$ cat src/pim_pkg.sv
package pim_pkg;

    // Configuration of the lock.
    localparam int NUM_TASKS   = 16;
    localparam int LOWEST_PRIO = 31;

    // Field widths of a request and a response.
    localparam int TASK_ID_W = 4;
    localparam int PRIO_W    = 5;

    // Internal widths derived from the configuration.
    localparam int IDX_W      = (NUM_TASKS > 1) ? $clog2(NUM_TASKS) : 1;
    localparam int PRIO_CMP_W = 8;
    localparam int ID_CMP_W   = 8;

    // Operation codes.
    localparam logic OP_LOCK   = 1'b0;
    localparam logic OP_UNLOCK = 1'b1;

    typedef struct packed {
        logic                 operation;
        logic [TASK_ID_W-1:0] task_id;
        logic [PRIO_W-1:0]    task_prio;
        logic [PRIO_W-1:0]    task_base_prio;
    } t_req;

    typedef struct packed {
        logic                 granted;
        logic                 blocked;
        logic                 boost_owner;
        logic [TASK_ID_W-1:0] owner_id;
        logic [PRIO_W-1:0]    owner_prio;
        logic                 ignored;
        logic                 restore_prio;
        logic                 woken_valid;
        logic [TASK_ID_W-1:0] woken_id;
        logic                 switch_needed;
    } t_rsp;

    // Commands from the controller to the datapath.
    typedef struct packed {
        logic load_req;
        logic scan_clr;
        logic scan_step;
        logic commit;
    } t_ctl_cmd;

    // Status from the datapath to the controller.
    typedef struct packed {
        logic need_scan;
        logic scan_last;
        logic out_free;
    } t_dp_sts;

endpackage

$ cat src/pim_if.sv
interface pim_req_if;
    import pim_pkg::*;

    logic valid;
    logic ready;
    t_req data;

    modport source (output valid, output data, input ready);
    modport sink (input valid, input data, output ready);
endinterface

interface pim_rsp_if;
    import pim_pkg::*;

    logic valid;
    logic ready;
    t_rsp data;

    modport source (output valid, output data, input ready);
    modport sink (input valid, input data, output ready);
endinterface

$ cat src/pim_ctrl.sv
module pim_ctrl (
    input  logic               i_clk,
    input  logic               i_rst_n,
    input  logic               i_req_valid,
    output logic               o_req_ready,
    input  pim_pkg::t_dp_sts   i_sts,
    output pim_pkg::t_ctl_cmd  o_cmd
);
    import pim_pkg::*;

    typedef enum logic [2:0] {
        S_IDLE,
        S_DECIDE,
        S_SCAN,
        S_DRAIN,
        S_FINISH
    } t_state;

    t_state r_state;
    t_state n_state;

    // Next state and commands for the datapath.
    always_comb begin
        n_state     = r_state;
        o_cmd       = '0;
        o_req_ready = 1'b0;
        case (r_state)
            S_IDLE: begin
                // No request is taken while reset is held.
                o_req_ready = i_rst_n;
                if (i_req_valid && i_rst_n) begin
                    o_cmd.load_req = 1'b1;
                    n_state        = S_DECIDE;
                end
            end
            S_DECIDE: begin
                if (i_sts.need_scan) begin
                    o_cmd.scan_clr = 1'b1;
                    n_state        = S_SCAN;
                end else begin
                    n_state = S_FINISH;
                end
            end
            S_SCAN: begin
                o_cmd.scan_step = 1'b1;
                if (i_sts.scan_last) begin
                    n_state = S_DRAIN;
                end
            end
            S_DRAIN: begin
                // The last waiter entry is compared in this cycle.
                n_state = S_FINISH;
            end
            S_FINISH: begin
                if (i_sts.out_free) begin
                    o_cmd.commit = 1'b1;
                    n_state      = S_IDLE;
                end
            end
            default: begin
                n_state = S_IDLE;
            end
        endcase
    end

    // State register.
    always_ff @(posedge i_clk) begin
        if (!i_rst_n) begin
            r_state <= S_IDLE;
        end else begin
            r_state <= n_state;
        end
    end

endmodule

$ cat src/pim_dp.sv
module pim_dp (
    input  logic               i_clk,
    input  logic               i_rst_n,
    input  pim_pkg::t_req      i_req_data,
    input  pim_pkg::t_ctl_cmd  i_cmd,
    output pim_pkg::t_dp_sts   o_sts,
    output logic               o_rsp_valid,
    output pim_pkg::t_rsp      o_rsp_data,
    input  logic               i_rsp_ready
);
    import pim_pkg::*;

    // Mutex state.
    logic                  r_free;
    logic [TASK_ID_W-1:0]  r_holder_id;
    logic [PRIO_W-1:0]     r_holder_prio;
    logic [NUM_TASKS-1:0]  r_wait;
    logic                  n_free;
    logic [TASK_ID_W-1:0]  n_holder_id;
    logic [PRIO_W-1:0]     n_holder_prio;
    logic [NUM_TASKS-1:0]  n_wait;

    // Stored waiter priorities.
    logic [PRIO_W-1:0]     r_mem [NUM_TASKS];
    logic                  n_mem_we;

    // Latched request.
    t_req                  r_req;

    // Waiter scan.
    logic [IDX_W-1:0]      r_scan_idx;
    logic [PRIO_W-1:0]     r_rd_data;
    logic [IDX_W-1:0]      r_rd_idx;
    logic                  r_rd_vld;
    logic [PRIO_CMP_W-1:0] r_best_prio;
    logic [IDX_W-1:0]      r_best_idx;
    logic                  r_found;

    // Response register.
    logic                  r_out_valid;
    t_rsp                  r_rsp;
    t_rsp                  n_rsp;

    logic                  id_ok;
    logic                  is_owner;
    logic [IDX_W-1:0]      req_idx;
    logic                  better;

    assign req_idx  = IDX_W'(r_req.task_id);
    assign id_ok    = ID_CMP_W'(r_req.task_id) < ID_CMP_W'(NUM_TASKS);
    assign is_owner = !r_free && (r_holder_id == r_req.task_id);

    assign o_sts.need_scan = id_ok && (r_req.operation == OP_UNLOCK) && is_owner;
    assign o_sts.scan_last = r_scan_idx == IDX_W'(NUM_TASKS - 1);
    assign o_sts.out_free  = !r_out_valid || i_rsp_ready;

    assign o_rsp_valid = r_out_valid;
    assign o_rsp_data  = r_rsp;

    // A read entry beats the best so far only when strictly more urgent,
    // so ties keep the lower id.
    assign better = r_rd_vld && r_wait[r_rd_idx]
                    && (PRIO_CMP_W'(r_rd_data) < r_best_prio);

    // Outcome of the request and the next mutex state.
    always_comb begin
        n_free        = r_free;
        n_holder_id   = r_holder_id;
        n_holder_prio = r_holder_prio;
        n_wait        = r_wait;
        n_mem_we      = 1'b0;
        n_rsp         = '0;
        if (!id_ok) begin
            n_rsp.ignored = 1'b1;
        end else if (r_req.operation == OP_LOCK) begin
            if (r_free) begin
                n_free          = 1'b0;
                n_holder_id     = r_req.task_id;
                n_holder_prio   = r_req.task_prio;
                n_rsp.granted   = 1'b1;
            end else begin
                n_wait[req_idx]     = 1'b1;
                n_mem_we            = 1'b1;
                n_rsp.blocked       = 1'b1;
                n_rsp.switch_needed = 1'b1;
                if (r_holder_prio > r_req.task_prio) begin
                    n_holder_prio     = r_req.task_prio;
                    n_rsp.boost_owner = 1'b1;
                end
            end
        end else if (!is_owner) begin
            n_rsp.ignored = 1'b1;
        end else begin
            n_rsp.restore_prio = r_req.task_prio != r_req.task_base_prio;
            if (r_found) begin
                n_free                = 1'b0;
                n_holder_id           = TASK_ID_W'(r_best_idx);
                n_holder_prio         = r_best_prio[PRIO_W-1:0];
                n_wait[r_best_idx]    = 1'b0;
                n_rsp.woken_valid     = 1'b1;
                n_rsp.woken_id        = TASK_ID_W'(r_best_idx);
            end else begin
                n_free        = 1'b1;
                n_holder_id   = '0;
                n_holder_prio = '0;
            end
            n_rsp.switch_needed = n_rsp.restore_prio || r_found;
        end
        if (!n_free) begin
            n_rsp.owner_id   = n_holder_id;
            n_rsp.owner_prio = n_holder_prio;
        end
    end

    // Control state: mutex, wait set and response valid.
    always_ff @(posedge i_clk) begin
        if (!i_rst_n) begin
            r_free        <= 1'b1;
            r_holder_id   <= '0;
            r_holder_prio <= '0;
            r_wait        <= '0;
            r_out_valid   <= 1'b0;
            r_rd_vld      <= 1'b0;
        end else begin
            if (i_cmd.commit) begin
                r_free        <= n_free;
                r_holder_id   <= n_holder_id;
                r_holder_prio <= n_holder_prio;
                r_wait        <= n_wait;
                r_out_valid   <= 1'b1;
            end else if (i_rsp_ready) begin
                r_out_valid <= 1'b0;
            end
            r_rd_vld <= i_cmd.scan_step;
        end
    end

    // Request latch, scan registers and response payload.
    always_ff @(posedge i_clk) begin
        if (i_cmd.load_req) begin
            r_req <= i_req_data;
        end
        if (i_cmd.scan_clr) begin
            r_scan_idx  <= '0;
            r_best_prio <= PRIO_CMP_W'(LOWEST_PRIO);
            r_best_idx  <= '0;
            r_found     <= 1'b0;
        end else begin
            if (i_cmd.scan_step && !o_sts.scan_last) begin
                r_scan_idx <= r_scan_idx + IDX_W'(1);
            end
            if (better) begin
                r_best_prio <= PRIO_CMP_W'(r_rd_data);
                r_best_idx  <= r_rd_idx;
                r_found     <= 1'b1;
            end
        end
        r_rd_idx <= r_scan_idx;
        if (i_cmd.commit) begin
            r_rsp <= n_rsp;
        end
    end

    // Waiter priority memory: written when a task blocks, read by the scan.
    always_ff @(posedge i_clk) begin
        if (i_cmd.commit && n_mem_we) begin
            r_mem[req_idx] <= r_req.task_prio;
        end
        r_rd_data <= r_mem[r_scan_idx];
    end

endmodule

$ cat src/priority_inheritance_mutex.sv
// Channel   Direction  Payload  Handshake
// i_req     in         t_req    valid/ready, taken when both high
// o_rsp     out        t_rsp    valid/ready, taken when both high
//
// A lock, or any ignored request, passes through S_DECIDE and S_FINISH after it is
// accepted; its response is registered when S_FINISH commits it.
// An unlock by the owner also passes through S_SCAN, one step per waiter entry, and
// S_DRAIN before S_FINISH registers its response: the waiter scan reads one entry per cycle.
// One request is in progress at a time; a new one is accepted while the
// previous response still waits in the output register, and it stalls in its
// last cycle until that response is taken.
// Reset is synchronous and active low; it frees the mutex and clears all waiters.
module priority_inheritance_mutex (
    input logic          i_clk,
    input logic          i_rst_n,
    pim_req_if.sink      i_req,
    pim_rsp_if.source    o_rsp
);
    import pim_pkg::*;

    t_ctl_cmd cmd;
    t_dp_sts  sts;

    // Sequencer for the request.
    pim_ctrl u_ctrl (
        .i_clk       (i_clk),
        .i_rst_n     (i_rst_n),
        .i_req_valid (i_req.valid),
        .o_req_ready (i_req.ready),
        .i_sts       (sts),
        .o_cmd       (cmd)
    );

    // Mutex state, waiter memory, scan and response register.
    pim_dp u_dp (
        .i_clk       (i_clk),
        .i_rst_n     (i_rst_n),
        .i_req_data  (i_req.data),
        .i_cmd       (cmd),
        .o_sts       (sts),
        .o_rsp_valid (o_rsp.valid),
        .o_rsp_data  (o_rsp.data),
        .i_rsp_ready (o_rsp.ready)
    );

endmodule

$ cat src/flat_wrapper.sv
// flat-port wrapper written by rule: the top's interface ports become plain ports
module priority_inheritance_mutex_flat import pim_pkg::*;
  (i_clk, i_rst_n, i_req_valid, i_req_data, i_req_ready, o_rsp_valid, o_rsp_data, o_rsp_ready);
  pim_req_if i_req_i ();
  pim_rsp_if o_rsp_i ();
  input logic i_clk;
  input logic i_rst_n;
  input wire logic [$bits(i_req_i.valid)-1:0] i_req_valid;
  input wire logic [$bits(i_req_i.data)-1:0] i_req_data;
  output wire logic [$bits(i_req_i.ready)-1:0] i_req_ready;
  output wire logic [$bits(o_rsp_i.valid)-1:0] o_rsp_valid;
  output wire logic [$bits(o_rsp_i.data)-1:0] o_rsp_data;
  input wire logic [$bits(o_rsp_i.ready)-1:0] o_rsp_ready;
  assign i_req_i.valid = i_req_valid;
  assign i_req_i.data = i_req_data;
  assign i_req_ready = i_req_i.ready;
  assign o_rsp_valid = o_rsp_i.valid;
  assign o_rsp_data = o_rsp_i.data;
  assign o_rsp_i.ready = o_rsp_ready;
  priority_inheritance_mutex u_core (.i_clk(i_clk), .i_rst_n(i_rst_n), .i_req(i_req_i), .o_rsp(o_rsp_i));
endmodule
$ cat config.mk
export PLATFORM = sky130hd
export DESIGN_NAME = priority_inheritance_mutex_flat
export DESIGN_NICKNAME = d
export VERILOG_FILES = /design/src/pim_pkg.sv /design/src/pim_if.sv /design/src/pim_ctrl.sv /design/src/pim_dp.sv /design/src/priority_inheritance_mutex.sv /design/src/flat_wrapper.sv
export SDC_FILE = /design/constraint.sdc
export NUM_CORES = 1
export LEC_CHECK = 0
export BUFFER_PORTS_ARGS = -buffer_cell sky130_fd_sc_hd__buf_4
export CAP_MARGIN = 10
export CORE_ASPECT_RATIO = 1.2
export CORE_MARGIN = 3
export CORE_UTILIZATION = 44
export DETAILED_ROUTE_END_ITERATION = 8
export SETUP_SLACK_MARGIN = 0.5
export SLEW_MARGIN = 20
export SYNTH_ARGS = -nofsm -noshare
export SYNTH_HDL_FRONTEND = slang
export SYNTH_SLANG_ARGS = --single-unit
$ cat constraint.sdc
create_clock -name i_clk -period 2.75 [get_ports i_clk]
set_input_delay 0.55 -clock i_clk [delete_from_list [all_inputs] [get_ports i_clk]]
set_output_delay 0.55 -clock i_clk [all_outputs]
set_load 0.01 [all_outputs]
==> impl_metrics.yaml <==
synth:
  synth_cell_types: 48
  synth_edf_count: 115
  syn_inst: 430
  synthesis.area_sq_um: 6770
  synth_nets: 459
  yosysTopAreaCellShare: 0.510
  seq_area_frac_synth: 0.670
  avgSynthCellArea_sq_um: 15.7
  synthTopCellsByArea: "edfxtp_1, dfxtp_1, mux4_2"
  synthArstFlopShare: 0
  synth_warnings: 0
  synth_ff_type: "edfxtp_1"
  synth_seq_cells: 169
  synth_top_cell_by_area: "edfxtp_1"
timing:
  worstMarginPinSlew_ps: 670
  drv_slew: 0
  layout_setup_ws_ps: 546
  fin_skew_ps: 10.0
  fmax_mhz: 454
  rsz0062_at_grt: "true"
  setup_viol: 0
  finalCritPeriodShare: 0.801
  tns_ps: 0
  slew_headroom: 0.551
  hold_viol: 0
  period_minus_slack_ps: 2200
clock_network:
  cts_tree: "yes"
  clkTransAtPathRegs_ps: 70
  cts_max_level: 4
  clkLatencyLatePin_ps: 420
  cts-hold-fix-buffers: 0
  cts_made_buffers: 17
  ctsRootBufferMaster: "clkbuf_16"
  cts.path.max_buffers: 2
  clkSinkCount: 169
layout:
  layout_commonest_cell: "edfxtp_1"
  layout_common_cells: "edfxtp_1, buf_4, dfxtp_1"
  fin_util: 0.536
  multiInputGateArea_sq_um: 2140
  n_antenna_cell: 0
  seqCellArea_sq_um: 4530
  fin_nets: 517
  nFillCells: 1230
  drive_gt1_frac: 0.307
  syn2layout_area_growth_pct: 18.9
detailed_routing:
  vias_per_cell: 5.52
  post_drt_wl_per_cell_um: 20.6
  num_vias: 3892
  drc_errors: 0
  dr.pass1.iters: 4
  wl_mm: 14.5
  ant_nets: 0
  initialDrtViolationCount: 283
worst_setup_path:
  r2r_setup_slack_ps: 550
  crit_path_max_incr_delay_ps: 550
  reg2reg_to: "u_core.u_dp.r_wait[8]$_SDFFE_PN0P_"
  critPathArrivalTime_ps: 2510
  critical_path.top_delay_family: "simple AND/OR/NAND/NOR gates"
  required_ps: 3060
  cp-startpoint: "u_core.u_dp.req_idx[2]$_DFFE_PP_"
  critPathMaxFanout: 9
  cp_num_cells: 6
  endpoint_kind: "register"
  cp_num_buf_inv: 0
  cp_slowest_cell: "edfxtp_1"
  path_class: "register to register"
  worst_setup_path_start_kind: "register"
  cp_cell_sequence: "xor2_1 -> nor3_2 -> nand3_2 -> nor2_4 -> nand4b_1 -> o31a_1"
  r2r_start: "u_core.u_dp.req_idx[2]$_DFFE_PP_"
  r2r_cells: 6
floorplan:
  core_area_sq_um: 15000
  start_util: 0.450
  die_area_sq_um: 16900
  die_h_um: 142
  die-width_um: 119
  io_pins: 41
  row_count: 49
power_and_ir_drop:
  seq_power_share: 0.506
  p_int_mw: 4.26
  power.density_nw_per_um2: 683
  comb_power_share: 0.052
  peakVddDrop_uv: 415
  switching_share: 0.225
  switching_power_mw: 1.24
  clkPwrFrac: 0.442
  leakage_nw: 2.89
placed_design:
  port_buffers: 40
  dp_slack_ps: 290
  hpwl_mm: 10.2
  gp_congestion: 0.827
global_route:
  grt_max_degree: 36
  grt_pass1_vias: 4006
  grt_antenna_before_repair: 0
  grt_overflow: 0
  grt_pass1_wl_mm: 22.9
  grt_usage: 0.183
outcome:
  status: "completed"
hold_path:
  whs_path_depth: 1
  holdPathEnd: "u_core.u_dp.req_idx[0]$_DFFE_PP_"
  hp-start: "i_req_data[10]"
  worstHoldPathType: "input pin to register"
flow_run:
  cap_violations: 0
sequential cells by signal, summed over array words and instances (netlist names):
| name | cells |
|---|---|
| u_core.u_dp.r_rd_data | 5 |
| u_core.u_dp.o_rsp_data | 20 |
| u_core.u_dp.r_scan_idx | 4 |
| u_core.u_dp.r_found | 1 |
| u_core.u_ctrl.r_state | 3 |
| u_core.u_dp.r_rd_idx | 4 |
| u_core.u_dp.r_holder_prio | 5 |
| u_core.u_dp.r_rd_vld | 1 |
| u_core.u_dp.r_wait | 16 |
| u_core.u_dp.r_free | 1 |
| u_core.u_dp.o_rsp_valid | 1 |
| u_core.u_dp.r_holder_id | 4 |
| u_core.u_dp.req_idx | 4 |
| u_core.u_dp.r_best_prio | 5 |
| u_core.u_dp.r_mem | 80 |
| u_core.u_dp.r_best_idx | 4 |
| u_core.u_dp.r_req | 11 |
layer usage:
metal	track usage	up-vias	routed length (um)
li1	-	1809	-
met1	0.246	1988	6390
met2	0.296	84	7510
met3	0.0383	11	492
met4	0.0653	0	121
met5	0	-	0
timing repair:
item                                   CTS  global route
endpoints found under the hold margin    0             0
setup endpoints to repair               30            88
pin swaps                                0             1
buffers inserted                         0             1
resized for setup                        3            16
cell usage after synthesis (2+ instances only):
cell type,instances
a21o_1,6
dfxtp_1,54
or2_2,2
inv_1,12
nor3_1,7
a21boi_0,2
xnor2_1,3
nor2b_1,6
and3_1,7
mux4_1,4
xor2_1,9
buf_2,5
nand4_1,4
nand2_1,14
mux2i_1,10
clkbuf_1,11
nand4b_1,4
o21ai_0,5
ha_1,10
a22o_1,5
and2_1,2
o221a_2,15
or3_1,2
o21a_1,3
nand3_1,3
nor3b_1,5
a211oi_1,5
buf_6,2
nor2_1,33
nand2b_1,7
edfxtp_1,115
a21oi_1,8
o211ai_1,4
mux4_2,25
nor3_2,2
a32o_1,5
a31oi_1,3
how the worst max path moves through the flow:
stage                                                           to  slack (ps)
after floorplan           u_core.u_dp.o_rsp_data[12]$_SDFFCE_PP0P_         520
after global placement           u_core.u_dp.r_mem[4][4]$_DFFE_PP_         370
after detailed placement         u_core.u_dp.r_mem[4][2]$_DFFE_PP_         290
after CTS                 u_core.u_dp.o_rsp_data[15]$_SDFFCE_PP0P_         490
after global routing            u_core.u_dp.r_wait[8]$_SDFFE_PN0P_         450
final                           u_core.u_dp.r_wait[8]$_SDFFE_PN0P_         550
layout make-up:
type | count | share of cell area
Tap cell | 204 | 0.0317
Clock inverter | 15 | 0.0224
Multi-Input combinational cell | 228 | 0.266
Inverter | 12 | 0.00560
Clock buffer | 17 | 0.0529
Sequential cell | 169 | 0.564
Timing Repair Buffer | 60 | 0.0580
kinds of logic after synthesis:
kind of cell | share of synthesized area
compound gates | 0.0797
xor+xnor | 0.0155
fa+ha+maj | 0.0185
buf+inv | 0.0239
flops | 0.670
mux | 0.114
simple gates | 0.0786
power groups by stage:
stage	clock network, mW	registers, mW	logic, mW
detailed placement	0	2.84	0.282
global route	2.58	2.78	0.311
floorplan	0	2.83	0.183
global placement	0	2.84	0.278
finish	2.43	2.78	0.285
CTS	2.46	2.78	0.284
metrics by stage:
stage	power [mW]	area, sq um	std cells	hold slack, ps
after global placement	3.11	7370	672	458
final	5.49	8040	705	300
after CTS	5.53	7990	704	277
after floorplan	3.02	6780	430	329
after detailed placement	3.12	7370	672	470
after global routing	5.67	8040	705	275
Power figures use the tool's default switching activity.
